**src/bslf_pkg.sv**
```systemverilog
// ----------------------------------------------------------------------------
// bslf_pkg
// Shared types, codes and defaults of the bitmap slot linked FIFO.
// ----------------------------------------------------------------------------
package bslf_pkg;

    localparam int SLOTS_DEF        = 64;
    localparam int PAYLOAD_BITS_DEF = 32;
    localparam int MAX_PAYLOAD_W    = 64;
    localparam int ACTION_W         = 2;
    localparam int JOB_W            = 32;
    localparam int SLOT_PORT_W      = 6;
    localparam int STATUS_W         = 2;

    localparam logic [ACTION_W-1:0] ACT_ADD    = 2'd0;
    localparam logic [ACTION_W-1:0] ACT_GET    = 2'd1;
    localparam logic [ACTION_W-1:0] ACT_FINISH = 2'd2;

    localparam logic [STATUS_W-1:0] ST_OK    = 2'd0;
    localparam logic [STATUS_W-1:0] ST_FULL  = 2'd1;
    localparam logic [STATUS_W-1:0] ST_EMPTY = 2'd2;

    typedef struct packed {
        logic [ACTION_W-1:0]    action;
        logic [JOB_W-1:0]       job_data;
        logic [SLOT_PORT_W-1:0] slot_in;
    } t_in_item;

    typedef struct packed {
        logic [STATUS_W-1:0]    status;
        logic [SLOT_PORT_W-1:0] slot_out;
        logic [JOB_W-1:0]       job_out;
    } t_out_item;

endpackage

```
**src/bitmap_slot_linked_fifo_core.sv**
```systemverilog
// ----------------------------------------------------------------------------
// bitmap_slot_linked_fifo_core
// Job store of SLOTS slots, queued in arrival order through a linked list.
// ----------------------------------------------------------------------------
// Usage:
//   Input channel (i_in_valid / o_in_stall / i_in_data) carries one action
//   item: add a job, get the oldest waiting job, or finish a working slot.
//   Output channel (o_out_valid / i_out_stall / o_out_data) returns exactly
//   one result item per action, in order.
//   Add, finish and unknown actions: result is registered the cycle after
//   the item is taken; one item per cycle sustained while the receiver does not stall.
//   Get: the head slot's link and payload come from the memories through
//   their registered read ports, so a get passes through S_READ, where the
//   result is registered from the read data; no item is taken in S_READ.
//   The free slot is picked by a combinational priority encode of the
//   waiting/working masks, which live in flops; links and payloads live in
//   two RAMs.
//   A finished result sits in the output register; a new item is taken
//   while it waits only if the receiver is taking it in that same cycle.
//   Reset (synchronous, active low) empties the queue and clears all slot
//   marks. The RAMs are not cleared; entries are only read once written.
// ----------------------------------------------------------------------------
module bitmap_slot_linked_fifo_core
    import bslf_pkg::*;
#(
    parameter int SLOTS        = SLOTS_DEF,
    parameter int PAYLOAD_BITS = PAYLOAD_BITS_DEF
) (
    input  logic      i_clk,
    input  logic      i_rst_n,
    input  logic      i_in_valid,
    output logic      o_in_stall,
    input  t_in_item  i_in_data,
    output logic      o_out_valid,
    input  logic      i_out_stall,
    output t_out_item o_out_data
);

    localparam int SLOT_W = $clog2(SLOTS);

    typedef enum logic [1:0] {
        S_IDLE = 2'b01,
        S_READ = 2'b10
    } t_state;

    t_state             r_state,   n_state;
    logic [SLOTS-1:0]   r_waiting, n_waiting;
    logic [SLOTS-1:0]   r_working, n_working;
    logic [SLOT_W-1:0]  r_head,    n_head;
    logic [SLOT_W-1:0]  r_tail,    n_tail;
    logic               r_out_valid, n_out_valid;
    t_out_item          r_out_data,  n_out_data;

    logic               in_acc;
    logic               free_any;
    logic [SLOT_W-1:0]  free_idx;
    logic               link_we;
    logic               pay_we;
    logic               rd_en;
    logic [SLOT_W-1:0]  link_rd;
    logic [PAYLOAD_BITS-1:0] pay_rd;
    logic [MAX_PAYLOAD_W-1:0] job_ext;
    logic [MAX_PAYLOAD_W-1:0] pay_ext;

    assign o_in_stall  = (r_state != S_IDLE) || (r_out_valid && i_out_stall);
    assign in_acc      = i_in_valid && !o_in_stall;
    assign o_out_valid = r_out_valid;
    assign o_out_data  = r_out_data;

    assign job_ext = MAX_PAYLOAD_W'(i_in_data.job_data);
    assign pay_ext = MAX_PAYLOAD_W'(pay_rd);

    bslf_prio_enc #(
        .N (SLOTS)
    ) u_prio (
        .i_req (~(r_waiting | r_working)),
        .o_any (free_any),
        .o_idx (free_idx)
    );

    bslf_ram #(
        .WIDTH (SLOT_W),
        .DEPTH (SLOTS)
    ) u_link_ram (
        .i_clk     (i_clk),
        .i_wr_en   (link_we),
        .i_wr_addr (r_tail),
        .i_wr_data (free_idx),
        .i_rd_en   (rd_en),
        .i_rd_addr (r_head),
        .o_rd_data (link_rd)
    );

    bslf_ram #(
        .WIDTH (PAYLOAD_BITS),
        .DEPTH (SLOTS)
    ) u_pay_ram (
        .i_clk     (i_clk),
        .i_wr_en   (pay_we),
        .i_wr_addr (free_idx),
        .i_wr_data (job_ext[PAYLOAD_BITS-1:0]),
        .i_rd_en   (rd_en),
        .i_rd_addr (r_head),
        .o_rd_data (pay_rd)
    );

    always_comb begin
        n_state     = r_state;
        n_waiting   = r_waiting;
        n_working   = r_working;
        n_head      = r_head;
        n_tail      = r_tail;
        n_out_valid = r_out_valid && i_out_stall;
        n_out_data  = r_out_data;
        link_we     = 1'b0;
        pay_we      = 1'b0;
        rd_en       = 1'b0;

        unique case (r_state)
            S_IDLE: begin
                if (in_acc) begin
                    n_out_valid = 1'b1;
                    n_out_data  = '0;
                    n_out_data.status = ST_OK;
                    case (i_in_data.action)
                        ACT_ADD: begin
                            if (!free_any) begin
                                n_out_data.status = ST_FULL;
                            end else begin
                                pay_we = 1'b1;
                                // queue already holds a tail: link behind it
                                link_we = |r_waiting;
                                if (!(|r_waiting)) begin
                                    n_head = free_idx;
                                end
                                n_tail    = free_idx;
                                n_waiting = r_waiting | (SLOTS'(1) << free_idx);
                                n_out_data.slot_out = SLOT_PORT_W'(free_idx);
                            end
                        end
                        ACT_GET: begin
                            if (!(|r_waiting)) begin
                                n_out_data.status = ST_EMPTY;
                            end else begin
                                // result follows once the RAM data is back
                                n_out_valid = 1'b0;
                                rd_en       = 1'b1;
                                n_waiting   = r_waiting & ~(SLOTS'(1) << r_head);
                                n_working   = r_working | (SLOTS'(1) << r_head);
                                n_state     = S_READ;
                            end
                        end
                        ACT_FINISH: begin
                            if ({1'b0, i_in_data.slot_in} < (SLOT_PORT_W + 1)'(SLOTS)) begin
                                n_working = r_working
                                    & ~(SLOTS'(1) << i_in_data.slot_in[SLOT_W-1:0]);
                            end
                        end
                        default: begin
                        end
                    endcase
                end
            end
            S_READ: begin
                n_out_valid         = 1'b1;
                n_out_data.status   = ST_OK;
                n_out_data.slot_out = SLOT_PORT_W'(r_head);
                n_out_data.job_out  = pay_ext[JOB_W-1:0];
                n_head              = link_rd;
                n_state             = S_IDLE;
            end
            default: begin
                n_state = S_IDLE;
            end
        endcase
    end

    always_ff @(posedge i_clk) begin
        if (!i_rst_n) begin
            r_state     <= S_IDLE;
            r_waiting   <= '0;
            r_working   <= '0;
            r_head      <= '0;
            r_tail      <= '0;
            r_out_valid <= 1'b0;
        end else begin
            r_state     <= n_state;
            r_waiting   <= n_waiting;
            r_working   <= n_working;
            r_head      <= n_head;
            r_tail      <= n_tail;
            r_out_valid <= n_out_valid;
        end
        r_out_data <= n_out_data;
    end

    a_masks_disjoint: assert property (@(posedge i_clk) disable iff (!i_rst_n)
        (r_waiting & r_working) == '0)
        else $error("slot marked both waiting and working");

    a_read_out_free: assert property (@(posedge i_clk) disable iff (!i_rst_n)
        r_state == S_READ |-> !r_out_valid)
        else $error("output register busy while get data returns");

    a_get_to_read: assert property (@(posedge i_clk) disable iff (!i_rst_n)
        in_acc && i_in_data.action == ACT_GET && (|r_waiting) |=> r_state == S_READ)
        else $error("get on a non-empty queue did not start a read");

    a_read_result: assert property (@(posedge i_clk) disable iff (!i_rst_n)
        r_state == S_READ |=> r_out_valid && r_out_data.status == ST_OK)
        else $error("get result not presented after read");

    a_full_add: assert property (@(posedge i_clk) disable iff (!i_rst_n)
        in_acc && i_in_data.action == ACT_ADD && !free_any
        |=> r_out_valid && r_out_data.status == ST_FULL && $stable(r_waiting))
        else $error("add on a full store mishandled");

endmodule

```
**src/bslf_ram.sv**
```systemverilog
// ----------------------------------------------------------------------------
// bslf_ram
// Generic single-write, single-read RAM with a registered read port.
// ----------------------------------------------------------------------------
module bslf_ram #(
    parameter int WIDTH = 32,
    parameter int DEPTH = 64
) (
    input  logic                     i_clk,
    input  logic                     i_wr_en,
    input  logic [$clog2(DEPTH)-1:0] i_wr_addr,
    input  logic [WIDTH-1:0]         i_wr_data,
    input  logic                     i_rd_en,
    input  logic [$clog2(DEPTH)-1:0] i_rd_addr,
    output logic [WIDTH-1:0]         o_rd_data
);

    logic [WIDTH-1:0] r_mem [DEPTH];

    always_ff @(posedge i_clk) begin
        if (i_wr_en) begin
            r_mem[i_wr_addr] <= i_wr_data;
        end
        if (i_rd_en) begin
            o_rd_data <= r_mem[i_rd_addr];
        end
    end

endmodule

```
**src/bslf_prio_enc.sv**
```systemverilog
// ----------------------------------------------------------------------------
// bslf_prio_enc
// Lowest-index-first priority encoder over the free-slot mask.
// ----------------------------------------------------------------------------
module bslf_prio_enc #(
    parameter int N = 64
) (
    input  logic [N-1:0]         i_req,
    output logic                 o_any,
    output logic [$clog2(N)-1:0] o_idx
);

    always_comb begin
        o_idx = '0;
        // scan downwards so the lowest set bit wins
        for (int i = N - 1; i >= 0; i--) begin
            if (i_req[i]) begin
                o_idx = ($clog2(N))'(i);
            end
        end
    end

    assign o_any = |i_req;

endmodule
```
**config.mk**
```make
export PLATFORM = sky130hd
export DESIGN_NAME = bitmap_slot_linked_fifo_core
export DESIGN_NICKNAME = d
export VERILOG_FILES = /design/src/bslf_pkg.sv /design/src/bitmap_slot_linked_fifo_core.sv /design/src/bslf_ram.sv /design/src/bslf_prio_enc.sv
export SDC_FILE = /design/constraint.sdc
export NUM_CORES = 2
export LEC_CHECK = 0
export BUFFER_PORTS_ARGS = -buffer_cell sky130_fd_sc_hd__buf_4
export CELL_PAD_IN_SITES_DETAIL_PLACEMENT = 1
export CELL_PAD_IN_SITES_GLOBAL_PLACEMENT = 1
export CORE_ASPECT_RATIO = 1.1
export CORE_MARGIN = 5
export CORE_UTILIZATION = 61
export CTS_BUF_LIST = sky130_fd_sc_hd__clkbuf_2 sky130_fd_sc_hd__clkbuf_4 sky130_fd_sc_hd__clkbuf_8
export DETAILED_ROUTE_END_ITERATION = 10
export GPL_TIMING_DRIVEN = 0
export PLACE_DENSITY_LB_ADDON = 0.1
export SYNTH_ARGS = -nofsm -noshare
export SYNTH_HDL_FRONTEND = slang
export SYNTH_HIERARCHICAL = 1
export SYNTH_SLANG_ARGS = --single-unit
```
**constraint.sdc**
```tcl
create_clock -name i_clk -period 15.7 [get_ports i_clk]
set_input_delay 0.785 -clock i_clk [delete_from_list [all_inputs] [get_ports i_clk]]
set_output_delay 0.785 -clock i_clk [all_outputs]
set_load 0.02 [all_outputs]
```
==> summary.md <==
| Metric | Value |
|---|---|
| Crit end category | `register` |
| Root Driver | `clkbuf_8` |
| DR WL met3 | `43.6 mm` |
| Top_reg_cell synth | `edfxtp_1` |
| Core region area | `168000 µm²` |
| Pins Over Slew Limit | `0` |
| Uppermost layer routed | `met5` |
| Hold Path Class | `in -> reg` |
| Origin of the worst setup path | `r_waiting[30]` |
| Worst path max stage delay | `970 ps` |
| Vias per cell | `7.27` |
| Starting density of the core | `0.612` |
| Setup ws final | `9720 ps` |
| M1 WL | `114 mm` |
| DP HPWL | `221 mm` |
| Row cnt | `about 160` |
| Leakage | `36.4 nW` |
| Chip width | `402 µm` |
| # H-tree levels | `5` |
| Crit-path slowest cell | `nor3_2` |
| Startpoint Class | `register` |
| # IOs | `86` |
| PortBufs | `82` |
| Area leader, netlist | `edfxtp_1` |
| Die area | `177000 µm²` |
| Global route total overflow | `0` |
| 1st-pass router iterations | `6` |
| Largest cells by area after synthesis | `edfxtp_1, mux4_2, dfxtp_1, nor2_1, mux2i_1` |
| Layout Nets | `about 5700` |
| CP Data Required Time | `16480 ps` |
| Clock insertion delay at the later pin of the skew report | `1120 ps` |
| Sequential area share after synthesis | `0.761` |
| Synthesized area | `around 100000 µm²` |
| CP Class | `reg -> reg` |
| Drt wl/cell | `41.8 µm` |
| Layout area overhead | `13.8%` |
| Placer Congestion | `0.944` |
| CTS Buf Count | `417` |
| Crit path capture | `u_pay_ram/r_mem[48][19]` |
| DRC Markers | `0` |
| Synth Net Count | `approximately 5100` |
| Critical path depth in cells | `14` |
| Clock tree buffer depth | `4` |
| 1st-iter DRT viols | `9361` |
| Final Cell Area | `117000 µm²` |
| Vias in the first global route | `about 60000` |
| Post-Layout Cell Count | `about 8000` |
| Worst-path fanout max | `15` |
| WL met2 | `160 mm` |
| Synth top area share | `0.733` |
| Comb pwr share | `0.051` |
| P per Cell Area | `121 nW/µm²` |
| Max-cap violations | `0` |
| RR Startpoint | `r_waiting[30]` |
| # fillers | `13400` |
| Crit-path cells | `nor2_1, or4_1, nand2b_1, nor2_1, nand3b_1, nand4_2, clkinv_1, buf_1, nor2b_1, nand4b_1, nor3_2, buf_6, buf_6, buf_8` |
| Mean post-synth cell area | `about 20 µm²` |
| Run status | `finished, final reports clean` |
| Pre-CTS WS | `10050 ps` |
| Worst-case reg-to-reg path depth | `14` |
| Crit path DAT | `between 6000 and 7000 ps` |
| Worst reg2reg endpoint | `u_pay_ram/r_mem[48][19]` |
| Clk_skew | `80.0 ps` |
| Post-synth EDFFs | `2510` |
| CTS tree | `built` |
| Placed inst area | `109000 µm²` |
| Sink Count | `2653` |
| Clk pwr share | `0.404` |
| Fin crit share | `0.381` |
| Register-to-register path setup slack | `between 9000 and 10000 ps` |
| Net switching share of the total power | `0.225` |
| First-pass GRT wire length | `476 mm` |
| Family with the most delay on the worst path | `simple AND/OR/NAND/NOR gates` |
| All-Layer GR Usage | `0.390` |
| Die Ht | `441 µm` |
| Async set-reset flop share out of synthesis | `0` |
| Cts repair resizes | `0` |
| Vias | `59600` |
| Layout cells sized above 1 | `0.289` |
| Slew at the pin closest to its max-slew limit | `between 1000 and 1500 ps` |
| Largest net degree at the start of global routing | `65` |
| Max-slew headroom | `0.0121` |
| Total Routed Length | `343 mm` |
| Maximum clock rate | `roughly 170 MHz` |
| RSZ-0062 raised after global routing | `no` |
| Yosys warns | `6` |
| Distinct cell type count after synthesis | `between 80 and 90` |
| Peak supply drop | `0.113 mV` |
| Post-synth top cells | `edfxtp_1, mux4_2, nor2_1` |
| Syn Inst Count | `just over 5000` |
| Sequential power share | `0.545` |
| Final setup fails | `0` |
| Hold Slack | `approximately 92 ps` |
| Seq cells post-synth | `2653` |
| Post-layout util | `0.697` |
| Hold Violations, Final | `0` |
| Crit path time final | `5980 ps` |
| Pint | `11.0 mW` |
| DP Cell Count | `around 7500` |
| Final ANT Viol Nets | `0` |
| Most frequent cell after synthesis | `edfxtp_1` |
| Clock Pin Slew Worst Setup and Hold Paths | `around 70 ps` |
| Net switching power | `3.20 mW` |
| Buffers and inverters on the worst path | `5` |
| Initial antenna violation count | `20` |
| Hold path start | `i_in_data[38]` |
[power by group through the flow]
stage / Combinational (mW) / Sequential [mW] / Clock, mW
3_5_place_dp: 0.700 / 7.90 / 0
2_1_floorplan: 0.348 / 7.90 / 0
6_report: 0.725 / 7.75 / 5.74
3_3_place_gp: 0.670 / 7.90 / 0
4_1_cts: 0.709 / 7.75 / 5.79
5_1_grt: 0.736 / 7.74 / 6.19
[cells by family (layout without fill, tap and decap cells)]
kind of cell | count (synthesis) | in the layout | share of synthesized area
multiplexers | 760 | 760 | 0.152
adder cells (fa/ha/maj) | 2 | 2 | 0.000243
other | 0 | 15 | 0
AO/OA/AOI/OAI | 475 | 475 | 0.0331
flip-flops | 2653 | 2653 | 0.761
buffers and inverters | 305 | 1223 | 0.0145
AND/OR/NAND/NOR | 833 | 833 | 0.0397
[repair_timing]
item / in CTS / in global routing
setup endpoints to repair: 0 / 0
hold endpoints to repair: 2 / 0
buffers inserted: 0 / 0
hold buffers: 3 / 0
[metrics by stage]
| step | setup TNS [ps] | power, mW |
|---|---|---|
| after floorplan | 0 | 8.25 |
| final | 0 | 14.2 |
| after global placement | -208440 | 8.57 |
| after global routing | 0 | 14.7 |
| after detailed placement | 0 | 8.60 |
| after CTS | 0 | 14.2 |
[cells in the final DEF (no fill, tap or decap), drive strengths merged, types with 114 or more instances in the layout]
cell type,synthesis,final
clkinv,1,154
nor2,315,315
nand2,166,166
mux4,637,637
dfxtp,143,143
edfxtp,2510,2510
buf,146,339
mux2i,114,114
clkbuf,138,688
o22ai,162,162
[cell type report]
class,count,area [µm²],area share
inverters,21,78.8,0.000673
plain buffers,284,1420,0.0121
repair buffers,196,2910,0.0248
clock inverters,172,1100,0.00941
multi-input cells,2070,23700,0.202
well taps,2240,2800,0.0239
clock buffers,550,6820,0.0582
diodes,15,37.5,0.000321
flip-flops and latches,2653,78200,0.668
[state kept, by name (all words and copies together) (netlist names)]
| signal | count |
|---|---|
| r_head | 6 |
| u_pay_ram/o_rd_data | 32 |
| r_tail | 6 |
| u_link_ram/r_mem | 384 |
| u_link_ram/o_rd_data | 6 |
| r_working | 64 |
| r_state | 2 |
| o_out_valid | 1 |
| o_out_data | 40 |
| u_pay_ram/r_mem | 2048 |
| r_waiting | 64 |
[worst register-to-register path: cells and delay by family, from the launching register on]
family,cells,cell delay [ps]
flip-flops,1,330
buffers and inverters,5,1620
AND/OR/NAND/NOR,9,3720
[how the worst min path moves through the flow]
stage / endpoint / slack, ps / cells past startpoint
floorplan: r_working[18] / 420 / 2
finish: o_out_data[39] / 90 / 2
global placement: r_tail[2] / 440 / 2
detailed placement: r_working[18] / 450 / 2
CTS: o_out_data[39] / 6 / 2
global route: o_out_data[39] / 60 / 2
[per-layer routing]
metal  vias up  global-route usage
li1      22300                   -
met1     30900               0.498
met2      5200               0.605
met3      1175               0.118
met4         6               0.226
met5         -                   0
(Power assumes the default switching activity.)
